--- src/design/grid_stencil_neighbor_enumerator_top_assert.svh ---
// ----------------------------------------------------------------------------
// Grid stencil neighbor enumerator assertion macros
// Concurrent assertion wrappers shared by the design files. Define ASSERT_OFF
// to compile them out.
// ----------------------------------------------------------------------------
`ifndef GRID_STENCIL_NEIGHBOR_ENUMERATOR_TOP_ASSERT_SVH
`define GRID_STENCIL_NEIGHBOR_ENUMERATOR_TOP_ASSERT_SVH

`ifndef ASSERT_OFF

// same-cycle implication
`define GSNE_ASSERT_IMP(label, clk, rst, ante, cons, msg) \
   label: assert property (@(posedge clk) disable iff (rst) (ante) |-> (cons)) \
      else $error(msg);

// next-cycle implication
`define GSNE_ASSERT_NXT(label, clk, rst, ante, cons, msg) \
   label: assert property (@(posedge clk) disable iff (rst) (ante) |=> (cons)) \
      else $error(msg);

`else

`define GSNE_ASSERT_IMP(label, clk, rst, ante, cons, msg)
`define GSNE_ASSERT_NXT(label, clk, rst, ante, cons, msg)

`endif

`endif

--- src/design/gsne_pkg.sv ---
// ----------------------------------------------------------------------------
// Grid stencil neighbor enumerator package
// Field widths, operation and register codes, and the structs that pass
// between the enumerator modules.
// ----------------------------------------------------------------------------
package gsne_pkg;

   localparam int IDX_W       = 30;  // linear vertex index
   localparam int SLOT_W      = 5;   // stencil slot field
   localparam int ENTRY_IDX_W = 5;   // load slot field
   localparam int DELTA_W     = 4;   // one signed displacement
   localparam int ENTRY_W     = 3 * DELTA_W;
   localparam int FLAGS_W     = 6;
   localparam int DIM_CFG_W   = 11;
   localparam int CNT_CFG_W   = 6;
   localparam int CSR_ADDR_W  = 4;
   localparam int CSR_DATA_W  = 32;
   localparam int REG_SEL_W   = 2;

   localparam logic OP_LOAD = 1'b0;
   localparam logic OP_ENUM = 1'b1;

   localparam logic [REG_SEL_W-1:0] REG_DIM_X     = 2'd0;
   localparam logic [REG_SEL_W-1:0] REG_DIM_Y     = 2'd1;
   localparam logic [REG_SEL_W-1:0] REG_DIM_Z     = 2'd2;
   localparam logic [REG_SEL_W-1:0] REG_NBR_COUNT = 2'd3;

   // stencil table write from the request side
   typedef struct packed {
      logic                   en;
      logic [ENTRY_IDX_W-1:0] idx;
      logic [ENTRY_W-1:0]     data;   // dz, dy, dx from msb down
   } tbl_wr_type;

   // one response as registered at the output
   typedef struct packed {
      logic               valid;
      logic [SLOT_W-1:0]  slot;
      logic [IDX_W-1:0]   nb_idx;
      logic [FLAGS_W-1:0] flags;
      logic               none_inside;
      logic               last;
   } rsp_type;

endpackage

--- src/design/gsne_div.sv ---
// ----------------------------------------------------------------------------
// Grid stencil neighbor enumerator divider
// Restoring radix-2 divider, one quotient bit per cycle, for splitting a
// linear index into grid coordinates.
// ----------------------------------------------------------------------------
module gsne_div #(
   parameter int DW = 11
) (
   input  logic                       clock,
   input  logic                       reset,
   input  logic                       start,
   input  logic [gsne_pkg::IDX_W-1:0] dividend,
   input  logic [DW-1:0]              divisor,
   output logic                       done,
   output logic [gsne_pkg::IDX_W-1:0] quotient,
   output logic [DW-1:0]              remainder
);
   import gsne_pkg::*;

   localparam int SW = $clog2(IDX_W);

   logic             busy_ff;
   logic             done_ff;
   logic [SW-1:0]    step_ff;
   logic [IDX_W-1:0] quo_ff;
   logic [DW-1:0]    rem_ff;
   logic [DW-1:0]    dvs_ff;
   logic [DW:0]      trial;
   logic             fits;

   assign trial = {rem_ff, quo_ff[IDX_W-1]};
   assign fits  = (trial >= {1'b0, dvs_ff});

   always_ff @(posedge clock) begin
      if (reset) begin
         busy_ff <= 1'b0;
         done_ff <= 1'b0;
         step_ff <= '0;
      end else begin
         done_ff <= busy_ff && !start && (step_ff == '0);
         if (start) begin
            busy_ff <= 1'b1;
            step_ff <= SW'(IDX_W - 1);
         end else if (busy_ff) begin
            step_ff <= step_ff - 1'b1;
            if (step_ff == '0) begin
               busy_ff <= 1'b0;
            end
         end
      end
   end

   // shift in one dividend bit, subtract when it fits
   always_ff @(posedge clock) begin
      if (start) begin
         quo_ff <= dividend;
         rem_ff <= '0;
         dvs_ff <= divisor;
      end else if (busy_ff) begin
         rem_ff <= fits ? DW'(trial - {1'b0, dvs_ff}) : DW'(trial);
         quo_ff <= {quo_ff[IDX_W-2:0], fits};
      end
   end

   assign done      = done_ff;
   assign quotient  = quo_ff;
   assign remainder = rem_ff;

endmodule

--- src/design/gsne_walk.sv ---
`include "grid_stencil_neighbor_enumerator_top_assert.svh"
// ----------------------------------------------------------------------------
// Grid stencil neighbor enumerator table walker
// Holds the stencil table memory, walks the active slots, checks bounds,
// forms neighbor indexes and registers the response stream.
// ----------------------------------------------------------------------------
module gsne_walk #(
   parameter int MAX_NEIGHBORS = 32,
   parameter int DIM_BITS      = 10
) (
   input  logic                                      clock,
   input  logic                                      reset,
   input  gsne_pkg::tbl_wr_type                      wr,
   input  logic                                      go,
   input  logic [$clog2(MAX_NEIGHBORS+1)-1:0]        cnt,
   input  logic [gsne_pkg::IDX_W-1:0]                origin,
   input  logic [DIM_BITS:0]                         x,
   input  logic [DIM_BITS:0]                         y,
   input  logic [gsne_pkg::IDX_W-1:0]                z,
   input  logic [DIM_BITS:0]                         nx,
   input  logic [DIM_BITS:0]                         ny,
   input  logic [DIM_BITS:0]                         nz,
   input  logic [gsne_pkg::IDX_W-1:0]                plane,
   output logic                                      done,
   output gsne_pkg::rsp_type                         rsp
);
   import gsne_pkg::*;

   localparam int AW = (MAX_NEIGHBORS > 1) ? $clog2(MAX_NEIGHBORS) : 1;
   localparam int EXT_W = IDX_W - DELTA_W;

   function automatic logic in_rng(input logic [31:0] c, input logic [DELTA_W-1:0] d,
                                   input logic [31:0] n);
      logic signed [31:0] v;
      v = signed'(c) + signed'({{(32-DELTA_W){d[DELTA_W-1]}}, d});
      return (v >= 0) && (v < signed'(n));
   endfunction

   logic [ENTRY_W-1:0] tbl_mem [MAX_NEIGHBORS];

   // issue stage
   logic          issuing_ff;
   logic [AW-1:0] idx_ff;
   logic          idx_end;
   // memory output stage
   logic               s1_valid_ff;
   logic               s1_end_ff;
   logic [AW-1:0]      s1_slot_ff;
   logic [ENTRY_W-1:0] rd_data_ff;
   // bounds and products stage
   logic               s2_valid_ff;
   logic               s2_hit_ff;
   logic               s2_end_ff;
   logic [AW-1:0]      s2_slot_ff;
   logic [IDX_W-1:0]   prod_z_ff;
   logic [IDX_W-1:0]   prod_y_ff;
   logic [DELTA_W-1:0] s2_dx_ff;
   // pending hit and flush
   logic             pend_valid_ff;
   logic [AW-1:0]    pend_slot_ff;
   logic [IDX_W-1:0] pend_nb_ff;
   logic             flush_ff;
   rsp_type          rsp_ff;

   logic [DELTA_W-1:0] dx, dy, dz;
   logic               hit;
   logic [IDX_W-1:0]   nb_sum;
   logic [FLAGS_W-1:0] flags;
   rsp_type            rsp_in;

   assign idx_end = ((32'(idx_ff) + 32'd1) == 32'(cnt));

   always_ff @(posedge clock) begin
      if (wr.en && (32'(wr.idx) < 32'(MAX_NEIGHBORS))) begin
         tbl_mem[AW'(wr.idx)] <= wr.data;
      end
      rd_data_ff <= tbl_mem[idx_ff];
   end

   always_ff @(posedge clock) begin
      if (reset) begin
         issuing_ff <= 1'b0;
         idx_ff     <= '0;
      end else if (go) begin
         issuing_ff <= (cnt != '0);
         idx_ff     <= '0;
      end else if (issuing_ff) begin
         idx_ff <= idx_ff + 1'b1;
         if (idx_end) begin
            issuing_ff <= 1'b0;
         end
      end
   end

   assign dx  = rd_data_ff[DELTA_W-1:0];
   assign dy  = rd_data_ff[2*DELTA_W-1:DELTA_W];
   assign dz  = rd_data_ff[3*DELTA_W-1:2*DELTA_W];
   assign hit = in_rng(32'(x), dx, 32'(nx)) && in_rng(32'(y), dy, 32'(ny))
                && in_rng(32'(z), dz, 32'(nz));

   always_ff @(posedge clock) begin
      if (reset) begin
         s1_valid_ff <= 1'b0;
         s2_valid_ff <= 1'b0;
      end else begin
         s1_valid_ff <= issuing_ff;
         s2_valid_ff <= s1_valid_ff;
      end
   end

   always_ff @(posedge clock) begin
      s1_end_ff  <= idx_end;
      s1_slot_ff <= idx_ff;
      s2_hit_ff  <= hit;
      s2_end_ff  <= s1_end_ff;
      s2_slot_ff <= s1_slot_ff;
      s2_dx_ff   <= dx;
      prod_z_ff  <= plane * {{EXT_W{dz[DELTA_W-1]}}, dz};
      prod_y_ff  <= IDX_W'(nx) * {{EXT_W{dy[DELTA_W-1]}}, dy};
   end

   assign nb_sum = origin + prod_z_ff + prod_y_ff + {{EXT_W{s2_dx_ff[DELTA_W-1]}}, s2_dx_ff};

   always_comb begin
      flags    = '0;
      flags[0] = (x == '0);
      flags[1] = (x != '0) && ((32'(x) + 32'd1) == 32'(nx));
      flags[2] = (y == '0);
      flags[3] = (y != '0) && ((32'(y) + 32'd1) == 32'(ny));
      flags[4] = (z == '0);
      flags[5] = (z != '0) && ((32'(z) + 32'd1) == 32'(nz));
   end

   // Hold each hit back by one so the final one can carry last.
   always_comb begin
      rsp_in             = rsp_ff;
      rsp_in.valid       = 1'b0;
      rsp_in.flags       = flags;
      rsp_in.none_inside = 1'b0;
      rsp_in.last        = 1'b0;
      if (flush_ff) begin
         rsp_in.valid = 1'b1;
         rsp_in.last  = 1'b1;
         if (pend_valid_ff) begin
            rsp_in.slot   = SLOT_W'(pend_slot_ff);
            rsp_in.nb_idx = pend_nb_ff;
         end else begin
            rsp_in.slot        = '0;
            rsp_in.nb_idx      = '0;
            rsp_in.none_inside = 1'b1;
         end
      end else if (s2_valid_ff && s2_hit_ff && pend_valid_ff) begin
         rsp_in.valid  = 1'b1;
         rsp_in.slot   = SLOT_W'(pend_slot_ff);
         rsp_in.nb_idx = pend_nb_ff;
      end
   end

   always_ff @(posedge clock) begin
      if (reset) begin
         pend_valid_ff <= 1'b0;
         flush_ff      <= 1'b0;
         rsp_ff.valid  <= 1'b0;
      end else begin
         flush_ff <= (go && (cnt == '0)) || (s2_valid_ff && s2_end_ff);
         rsp_ff   <= rsp_in;
         if (go || flush_ff) begin
            pend_valid_ff <= 1'b0;
         end else if (s2_valid_ff && s2_hit_ff) begin
            pend_valid_ff <= 1'b1;
         end
      end
   end

   always_ff @(posedge clock) begin
      if (s2_valid_ff && s2_hit_ff) begin
         pend_slot_ff <= s2_slot_ff;
         pend_nb_ff   <= nb_sum;
      end
   end

   assign done = flush_ff;
   assign rsp  = rsp_ff;

   `GSNE_ASSERT_NXT(a_flush_emits_last, clock, reset, flush_ff, rsp_ff.valid && rsp_ff.last, "flush did not emit the final response")
   `GSNE_ASSERT_IMP(a_mid_keeps_pending, clock, reset, rsp_ff.valid && !rsp_ff.last, pend_valid_ff, "non-final response left no pending hit")
   `GSNE_ASSERT_IMP(a_go_when_quiet, clock, reset, go, !issuing_ff && !s1_valid_ff && !s2_valid_ff && !flush_ff, "walk started while a walk was in flight")

endmodule

--- src/design/grid_stencil_neighbor_enumerator_top.sv ---
`include "grid_stencil_neighbor_enumerator_top_assert.svh"
// ----------------------------------------------------------------------------
// Grid stencil neighbor enumerator
// Enumerates the in-bounds stencil neighbors of a vertex on a 3D grid.
// ----------------------------------------------------------------------------
// A request is taken when start is high and busy is low. A load request
// (req_op = 0) writes one stencil entry into the table in that same cycle and
// leaves busy low, so loads can follow back to back. An enumerate request
// (req_op = 1) raises busy, splits req_origin into x, y, z by two 30-step
// divisions on one shared bit-serial divider, then walks table slots
// 0 .. N-1 (N = neighbor_count, capped at MAX_NEIGHBORS) through the table
// memory, one slot per cycle. Responses come out on rsp_strobe, one cycle
// each, in slot order, and cannot be held off: the receiver must take every
// strobe. The final response of each enumeration has rsp_last set; when no
// neighbor lies inside the grid a single response with rsp_none_inside comes
// instead. An enumeration occupies the block for the two divisions, then for
// the table walk and a bounds and index pipeline. busy drops in the cycle
// the last response is on the ports. Configuration writes are legal only
// while idle.
// ----------------------------------------------------------------------------
module grid_stencil_neighbor_enumerator_top #(
   parameter int MAX_NEIGHBORS = 32,
   parameter int DIM_BITS      = 10
) (
   input  logic                                    clock,
   input  logic                                    reset,
   // request channel
   input  logic                                    start,
   output logic                                    busy,
   input  logic                                    req_op,
   input  logic [gsne_pkg::ENTRY_IDX_W-1:0]        req_entry_index,
   input  logic signed [gsne_pkg::DELTA_W-1:0]     req_delta_x,
   input  logic signed [gsne_pkg::DELTA_W-1:0]     req_delta_y,
   input  logic signed [gsne_pkg::DELTA_W-1:0]     req_delta_z,
   input  logic [gsne_pkg::IDX_W-1:0]              req_origin,
   // response channel
   output logic                                    rsp_strobe,
   output logic [gsne_pkg::SLOT_W-1:0]             rsp_slot,
   output logic [gsne_pkg::IDX_W-1:0]              rsp_neighbor_index,
   output logic [gsne_pkg::FLAGS_W-1:0]            rsp_boundary_flags,
   output logic                                    rsp_none_inside,
   output logic                                    rsp_last,
   // register port
   input  logic                                    psel,
   input  logic                                    penable,
   input  logic                                    pwrite,
   input  logic [gsne_pkg::CSR_ADDR_W-1:0]         paddr,
   input  logic [gsne_pkg::CSR_DATA_W-1:0]         pwdata,
   output logic [gsne_pkg::CSR_DATA_W-1:0]         prdata,
   output logic                                    pready
);
   import gsne_pkg::*;

   localparam int DW = DIM_BITS + 1;                  // effective extent width
   localparam int CW = $clog2(MAX_NEIGHBORS + 1);     // active slot count width

   // One-hot sequencer: idle, x division, y/z division, table walk.
   typedef enum logic [3:0] {
      S_IDLE  = 4'b0001,
      S_DIV_X = 4'b0010,
      S_DIV_Y = 4'b0100,
      S_WALK  = 4'b1000
   } state_type;

   // Clamp an extent to 1 .. 2^DIM_BITS.
   function automatic logic [DW-1:0] eff_dim(input logic [DIM_CFG_W-1:0] d);
      logic [31:0] d32;
      logic [31:0] cap;
      d32 = 32'(d);
      cap = 32'd1 << DIM_BITS;
      if (d32 == 32'd0) begin
         d32 = 32'd1;
      end else if (d32 > cap) begin
         d32 = cap;
      end
      return DW'(d32);
   endfunction

   // configuration registers
   logic [DIM_CFG_W-1:0] dim_x_ff, dim_y_ff, dim_z_ff;
   logic [CNT_CFG_W-1:0] nbr_cnt_ff;
   logic                 csr_wr;
   logic [REG_SEL_W-1:0] reg_sel;

   // sequencer and captured coordinates
   state_type        state_ff, state_in;
   logic [IDX_W-1:0] origin_ff;
   logic [DW-1:0]    x_ff, y_ff;
   logic [IDX_W-1:0] z_ff;
   logic [IDX_W-1:0] plane_ff;
   logic             walk_go_ff;

   logic [DW-1:0]    nx, ny, nz;
   logic [2*DW-1:0]  plane_full;
   logic [CW-1:0]    cnt_sat;
   logic             accept;

   // divider hookup
   logic             div_start;
   logic [IDX_W-1:0] div_dividend;
   logic [DW-1:0]    div_divisor;
   logic             div_done;
   logic [IDX_W-1:0] div_quo;
   logic [DW-1:0]    div_rem;

   tbl_wr_type tbl_wr;
   logic       walk_done;
   rsp_type    rsp;

   // ---------------------------------------------------------------------
   // Register port: writes complete in the access phase, no wait states.
   // ---------------------------------------------------------------------
   assign pready  = 1'b1;
   assign reg_sel = paddr[CSR_ADDR_W-1:2];
   assign csr_wr  = psel && penable && pwrite && pready;

   always_ff @(posedge clock) begin
      if (reset) begin
         dim_x_ff   <= DIM_CFG_W'(1);
         dim_y_ff   <= DIM_CFG_W'(1);
         dim_z_ff   <= DIM_CFG_W'(1);
         nbr_cnt_ff <= '0;
      end else if (csr_wr) begin
         unique case (reg_sel)
            REG_DIM_X:     dim_x_ff   <= pwdata[DIM_CFG_W-1:0];
            REG_DIM_Y:     dim_y_ff   <= pwdata[DIM_CFG_W-1:0];
            REG_DIM_Z:     dim_z_ff   <= pwdata[DIM_CFG_W-1:0];
            REG_NBR_COUNT: nbr_cnt_ff <= pwdata[CNT_CFG_W-1:0];
            default:       ;
         endcase
      end
   end

   always_comb begin
      unique case (reg_sel)
         REG_DIM_X:     prdata = CSR_DATA_W'(dim_x_ff);
         REG_DIM_Y:     prdata = CSR_DATA_W'(dim_y_ff);
         REG_DIM_Z:     prdata = CSR_DATA_W'(dim_z_ff);
         REG_NBR_COUNT: prdata = CSR_DATA_W'(nbr_cnt_ff);
         default:       prdata = '0;
      endcase
   end

   // ---------------------------------------------------------------------
   // Effective extents, slot count and the xy plane size. The plane product
   // is registered; it settles long before a walk needs it.
   // ---------------------------------------------------------------------
   assign nx         = eff_dim(dim_x_ff);
   assign ny         = eff_dim(dim_y_ff);
   assign nz         = eff_dim(dim_z_ff);
   assign plane_full = nx * ny;
   assign cnt_sat    = (32'(nbr_cnt_ff) > 32'(MAX_NEIGHBORS)) ? CW'(MAX_NEIGHBORS)
                                                               : CW'(nbr_cnt_ff);

   always_ff @(posedge clock) begin
      plane_ff <= IDX_W'(plane_full);
   end

   // ---------------------------------------------------------------------
   // Request side: loads go straight to the table, enumerates start the
   // coordinate split.
   // ---------------------------------------------------------------------
   assign busy   = (state_ff != S_IDLE);
   assign accept = start && !busy;

   assign tbl_wr.en   = accept && (req_op == OP_LOAD);
   assign tbl_wr.idx  = req_entry_index;
   assign tbl_wr.data = {req_delta_z, req_delta_y, req_delta_x};

   // x = origin mod nx, q = origin / nx; then y = q mod ny, z = q / ny
   assign div_start    = (state_ff == S_IDLE) ? (accept && (req_op == OP_ENUM))
                                              : ((state_ff == S_DIV_X) && div_done);
   assign div_dividend = (state_ff == S_IDLE) ? req_origin : div_quo;
   assign div_divisor  = (state_ff == S_IDLE) ? nx : ny;

   gsne_div #(
      .DW (DW)
   ) u_div (
      .clock     (clock),
      .reset     (reset),
      .start     (div_start),
      .dividend  (div_dividend),
      .divisor   (div_divisor),
      .done      (div_done),
      .quotient  (div_quo),
      .remainder (div_rem)
   );

   always_comb begin
      state_in = state_ff;
      unique case (state_ff)
         S_IDLE: begin
            if (accept && (req_op == OP_ENUM)) begin
               state_in = S_DIV_X;
            end
         end
         S_DIV_X: begin
            if (div_done) begin
               state_in = S_DIV_Y;
            end
         end
         S_DIV_Y: begin
            if (div_done) begin
               state_in = S_WALK;
            end
         end
         S_WALK: begin
            if (walk_done) begin
               state_in = S_IDLE;
            end
         end
         default: state_in = S_IDLE;
      endcase
   end

   always_ff @(posedge clock) begin
      if (reset) begin
         state_ff   <= S_IDLE;
         walk_go_ff <= 1'b0;
      end else begin
         state_ff   <= state_in;
         walk_go_ff <= (state_ff == S_DIV_Y) && div_done;
      end
   end

   // capture origin and coordinates as the divider delivers them
   always_ff @(posedge clock) begin
      if (accept) begin
         origin_ff <= req_origin;
      end
      if ((state_ff == S_DIV_X) && div_done) begin
         x_ff <= div_rem;
      end
      if ((state_ff == S_DIV_Y) && div_done) begin
         y_ff <= div_rem;
         z_ff <= div_quo;
      end
   end

   // ---------------------------------------------------------------------
   // Table walk and response stream
   // ---------------------------------------------------------------------
   gsne_walk #(
      .MAX_NEIGHBORS (MAX_NEIGHBORS),
      .DIM_BITS      (DIM_BITS)
   ) u_walk (
      .clock  (clock),
      .reset  (reset),
      .wr     (tbl_wr),
      .go     (walk_go_ff),
      .cnt    (cnt_sat),
      .origin (origin_ff),
      .x      (x_ff),
      .y      (y_ff),
      .z      (z_ff),
      .nx     (nx),
      .ny     (ny),
      .nz     (nz),
      .plane  (plane_ff),
      .done   (walk_done),
      .rsp    (rsp)
   );

   assign rsp_strobe         = rsp.valid;
   assign rsp_slot           = rsp.slot;
   assign rsp_neighbor_index = rsp.nb_idx;
   assign rsp_boundary_flags = rsp.flags;
   assign rsp_none_inside    = rsp.none_inside;
   assign rsp_last           = rsp.last;

   `GSNE_ASSERT_NXT(a_enum_goes_busy, clock, reset, start && !busy && (req_op == OP_ENUM), busy, "enumerate request did not raise busy")
   `GSNE_ASSERT_IMP(a_last_frees_block, clock, reset, rsp_strobe && rsp_last, !busy, "block still busy on final response")
   `GSNE_ASSERT_IMP(a_strobe_after_busy, clock, reset, rsp_strobe, $past(busy), "response without an enumeration in progress")

endmodule

--- config.mk ---
export PLATFORM = sky130hd
export DESIGN_NAME = grid_stencil_neighbor_enumerator_top
export DESIGN_NICKNAME = d
export VERILOG_FILES = /design/src/design/gsne_pkg.sv /design/src/design/gsne_div.sv /design/src/design/gsne_walk.sv /design/src/design/grid_stencil_neighbor_enumerator_top.sv
export VERILOG_INCLUDE_DIRS = /design/src /design/src/design
export SDC_FILE = /design/constraint.sdc
export NUM_CORES = 2
export LEC_CHECK = 0
export ABC_AREA = 1
export BUFFER_PORTS_ARGS = -buffer_cell sky130_fd_sc_hd__clkbuf_2
export CAP_MARGIN = 20
export CORE_UTILIZATION = 30
export CTS_CLUSTER_SIZE = 30
export DETAILED_ROUTE_END_ITERATION = 10
export PLACE_DENSITY = 0.43
export SLEW_MARGIN = 20
export SYNTH_ARGS = -nofsm -noshare
export SYNTH_HDL_FRONTEND = slang
export SYNTH_SLANG_ARGS = --single-unit
--- constraint.sdc ---
create_clock -name clock -period 5.49 [get_ports clock]
set_input_delay 0.549 -clock clock [delete_from_list [all_inputs] [get_ports clock]]
set_output_delay 0.549 -clock clock [all_outputs]
set_load 0.005 [all_outputs]
==> impl_metrics.ini <==
[power_and_ir_drop]
pwr_density_cell_nw_per_um2 = 270
leakagePower_nw = 22.3
irDropWorstVdd_v = 0.000239

[yosys]
synth-edff-count = 585
avgSynthCellArea_sq_um = 9.38
synth-seq-area-share_pct = 46.6
synth-compound-area-share_pct = 8.75
synthSimpleGateAreaFrac_pct = 18.0
combinational_family_with_the_most_area_after_synthesis = simple AND/OR/NAND/NOR gates
synthesis.area_sq_um = 44900
yosys_most_used_dff = sky130_fd_sc_hd__edfxtp_1
netlist-cell-type-count = 57
synth_seq_cells = 752
synth_xor_xnor_area_share_pct = 3.34
yosys_warnings = 0
syn_inst = 4784
synth.mux.area_fraction_pct = 0
synthTopCellsByArea = sky130_fd_sc_hd__edfxtp_1 (39%), sky130_fd_sc_hd__fa_1 (9.0%), sky130_fd_sc_hd__nand2_1 (8.3%)
synth-adder-area-share_pct = 16.8
async_flop_share_pct = 0
post-synth-top-count-cell = sky130_fd_sc_hd__nand2_1
synthTopCellsByCount = sky130_fd_sc_hd__nand2_1 (989), sky130_fd_sc_hd__nor2_1 (604), sky130_fd_sc_hd__edfxtp_1 (585), sky130_fd_sc_hd__inv_1 (577), sky130_fd_sc_hd__o21ai_0 (313)
synth_largest_type_area_fraction_pct = 39.2
cell_taking_the_most_area_after_synthesis = sky130_fd_sc_hd__edfxtp_1

[layout]
finalCoreUtilization_pct = 35.0
area_growth_pct = 15.6
fillerInstances = 15158
final_non_filler_cell_total = 7040
layout.cell_area.non_filler_sq_um = 51800
final_nets = 5608
layout-drive-gt1-share_pct = 10.7

[global_route]
maximum_number_of_pins_on_one_net_before_global_route_repair = 196
first_global_vias = 32761
antenna_violations_before_repair = 3
grt_remaining_overflow = 0
grt_use_total_pct = 18.2
grt_first_pass_wirelength_um = 207000

[place]
place.port_buffers = 122
finalWeightedCongestion = 0.866
dpl.cell_count = 6866
dp_hpwl_um = 102000
area_post_placement_sq_um = 48700

[sta]
layout_min_cycle_time_ns = 5.24
worst_clock_skew_ns = 0.0743
worst-slew-pin-transition_ns = 1.03
timing.setup.tns_ns = 0
max_freq_ghz = 0.191
report.final.setup_viol = 0
slew_viol_final = 0
slew-limit-headroom_pct = 31.0
finalHoldViolCount = 0
post-route-period-util_pct = 95.5
grt_setup_unrepaired = yes

[clocking]
clock-root-buffer = sky130_fd_sc_hd__clkbuf_16
cts.clk_slew.worst_paths_ns = 0.06
clockBufferDepth = 3
cts_buffers = 89
worst_skew_pair.late_latency_ns = 0.72
cts_tree = built
htreeDepth = 3
hold_buffers = 0
clk_sinks = 752

[setup_path]
setup.worst_path.start_class = flip-flop
critical_path_class = reg2reg
path_buf_inv = 3
critical_path.cell_chain = nor2_2 -> and3_1 -> nand3_1 -> nand2_4 -> nand2_1 -> buf_4 -> nor2_1 -> fa_1 -> fa_1 -> fa_1 -> fa_1 -> inv_1 -> fa_1 -> inv_1 -> ha_4 -> a21oi_1 -> o21ai_0 -> a211oi_1 -> o21ai_0 -> xor2_1
worst-endpoint-required_ns = 6.07
cpPeakStageDelay_ns = 0.56
critical_path.max_fanout = 10
crit_family = adder cells
critical_path.endpoint_type = flip-flop
critical_path_arrival_ns = 5.82
cp_slowest_cell = sky130_fd_sc_hd__fa_1
crit_path_frequent_cell = sky130_fd_sc_hd__fa_1

[floorplan]
die-width_um = 389
fp.dieH_um = 389
initial_utilization_pct = 30.3
coreArea_sq_um = 148000
rows = 141
top_level_ports = 168
die_area_sq_um = 151000

[drt]
route.final.wire_length_um = 138000
drt_iter0_markers = 2055
via_count = 33399
wl_per_cell_um = 19.6
detail_route.first_pass.iterations = 5
drt_drc_violations_left = 0
vias_per_instance = 4.74
antenna_violating_nets_post_route = 0

[outcome]
status = finished clean

[worst_hold_path]
hold_path_class = in2reg

[job]
max-cap-violations = 0
power by group:
part / switching [W] / internal, W
Combinational: 0.00107 / 0.000561
Sequential: 0.000116 / 0.00635
Clock: 0.00255 / 0.00335
flip-flops by register name, summed over array words and instances, names as in the netlist, 6 cells and up:
register / flops
dim_y_ff: 11
u_div.remainder: 11
dim_z_ff: 11
u_div.quotient: 30
u_walk.tbl_mem: 384
z_ff: 30
origin_ff: 30
u_walk.rd_data_ff: 12
x_ff: 11
u_div.dvs_ff: 11
u_walk.prod_y_ff: 16
dim_x_ff: 11
u_walk.pend_nb_ff: 30
u_walk.prod_z_ff: 27
nbr_cnt_ff: 6
y_ff: 11
u_walk.rsp: 44
plane_ff: 22
worst paths after layout:
kind	endpoint	startpoint	slack, ns	cells past startpoint
worst max-delay path	plane_ff[18]	dim_x_ff[4]	0.25	20
worst min-delay path	origin_ff[24]	req_origin[24]	0.06	1
worst min register to register	u_walk.s2_slot_ff[4]	u_walk.s1_slot_ff[4]	0.32	0
worst max register to register	plane_ff[18]	dim_x_ff[4]	0.25	20
per-layer routing:
metal | wire (um) | vias up | global-route usage, %
met2 | 65100 | 613 | 30.1
met5 | 0 | - | 0
met1 | 63500 | 16198 | 24.6
li1 | - | 16429 | -
met3 | 5710 | 159 | 2.40
met4 | 3670 | 0 | 5.19
area by class of cell:
type	instances	area, sq um	area share [%]
Antenna cell	2	5.00	0.00965
Clock buffer	107	2370	4.56
Clock inverter	54	566	1.09
Inverter	594	2240	4.32
Multi-Input combinational cell	3300	21300	41.1
Sequential cell	752	20900	40.3
Tap cell	1930	2410	4.66
Timing Repair Buffer	301	2010	3.89
cell families (layout without fill, tap and decap cells):
logic type               Yosys count  count (layout)
adder cells (fa/ha/maj)          480             480
flip-flops                       752             752
AO/OA/AOI/OAI                    692             692
other                              2              24
buffers and inverters            752            1056
AND/OR/NAND/NOR                 1935            1935
XOR/XNOR                         171             171
stage by stage:
stage / worst slack [ns] / power [W] / hold WS, ns
after floorplan: 0.159 / 0.00763 / 0.310
after global placement: 0.0499 / 0.00823 / 0.311
after detailed placement: 0.0413 / 0.00823 / 0.312
after CTS: 0.0150 / 0.0142 / 0.000201
after global routing: -0.0386 / 0.0146 / 0.0222
final: 0.248 / 0.0140 / 0.0569
repair_timing:
| action | in CTS | in global routing |
|---|---|---|
| setup endpoints to repair | 0 | 11 |
| resized for setup | 0 | 45 |
| buffers inserted | 0 | 11 |
cell usage in the layout (no fill, tap or decap), types with 122 or more instances in the layout:
master / count
sky130_fd_sc_hd__a21oi_1: 174
sky130_fd_sc_hd__buf_4: 170
sky130_fd_sc_hd__clkbuf_2: 122
sky130_fd_sc_hd__dfxtp_1: 163
sky130_fd_sc_hd__edfxtp_1: 585
sky130_fd_sc_hd__fa_1: 202
sky130_fd_sc_hd__ha_1: 272
sky130_fd_sc_hd__inv_1: 566
sky130_fd_sc_hd__nand2_1: 980
sky130_fd_sc_hd__nand3_1: 146
sky130_fd_sc_hd__nor2_1: 592
sky130_fd_sc_hd__o21ai_0: 313
sky130_fd_sc_hd__xor2_1: 129
Note: power is estimated with default switching activity, not from simulation.
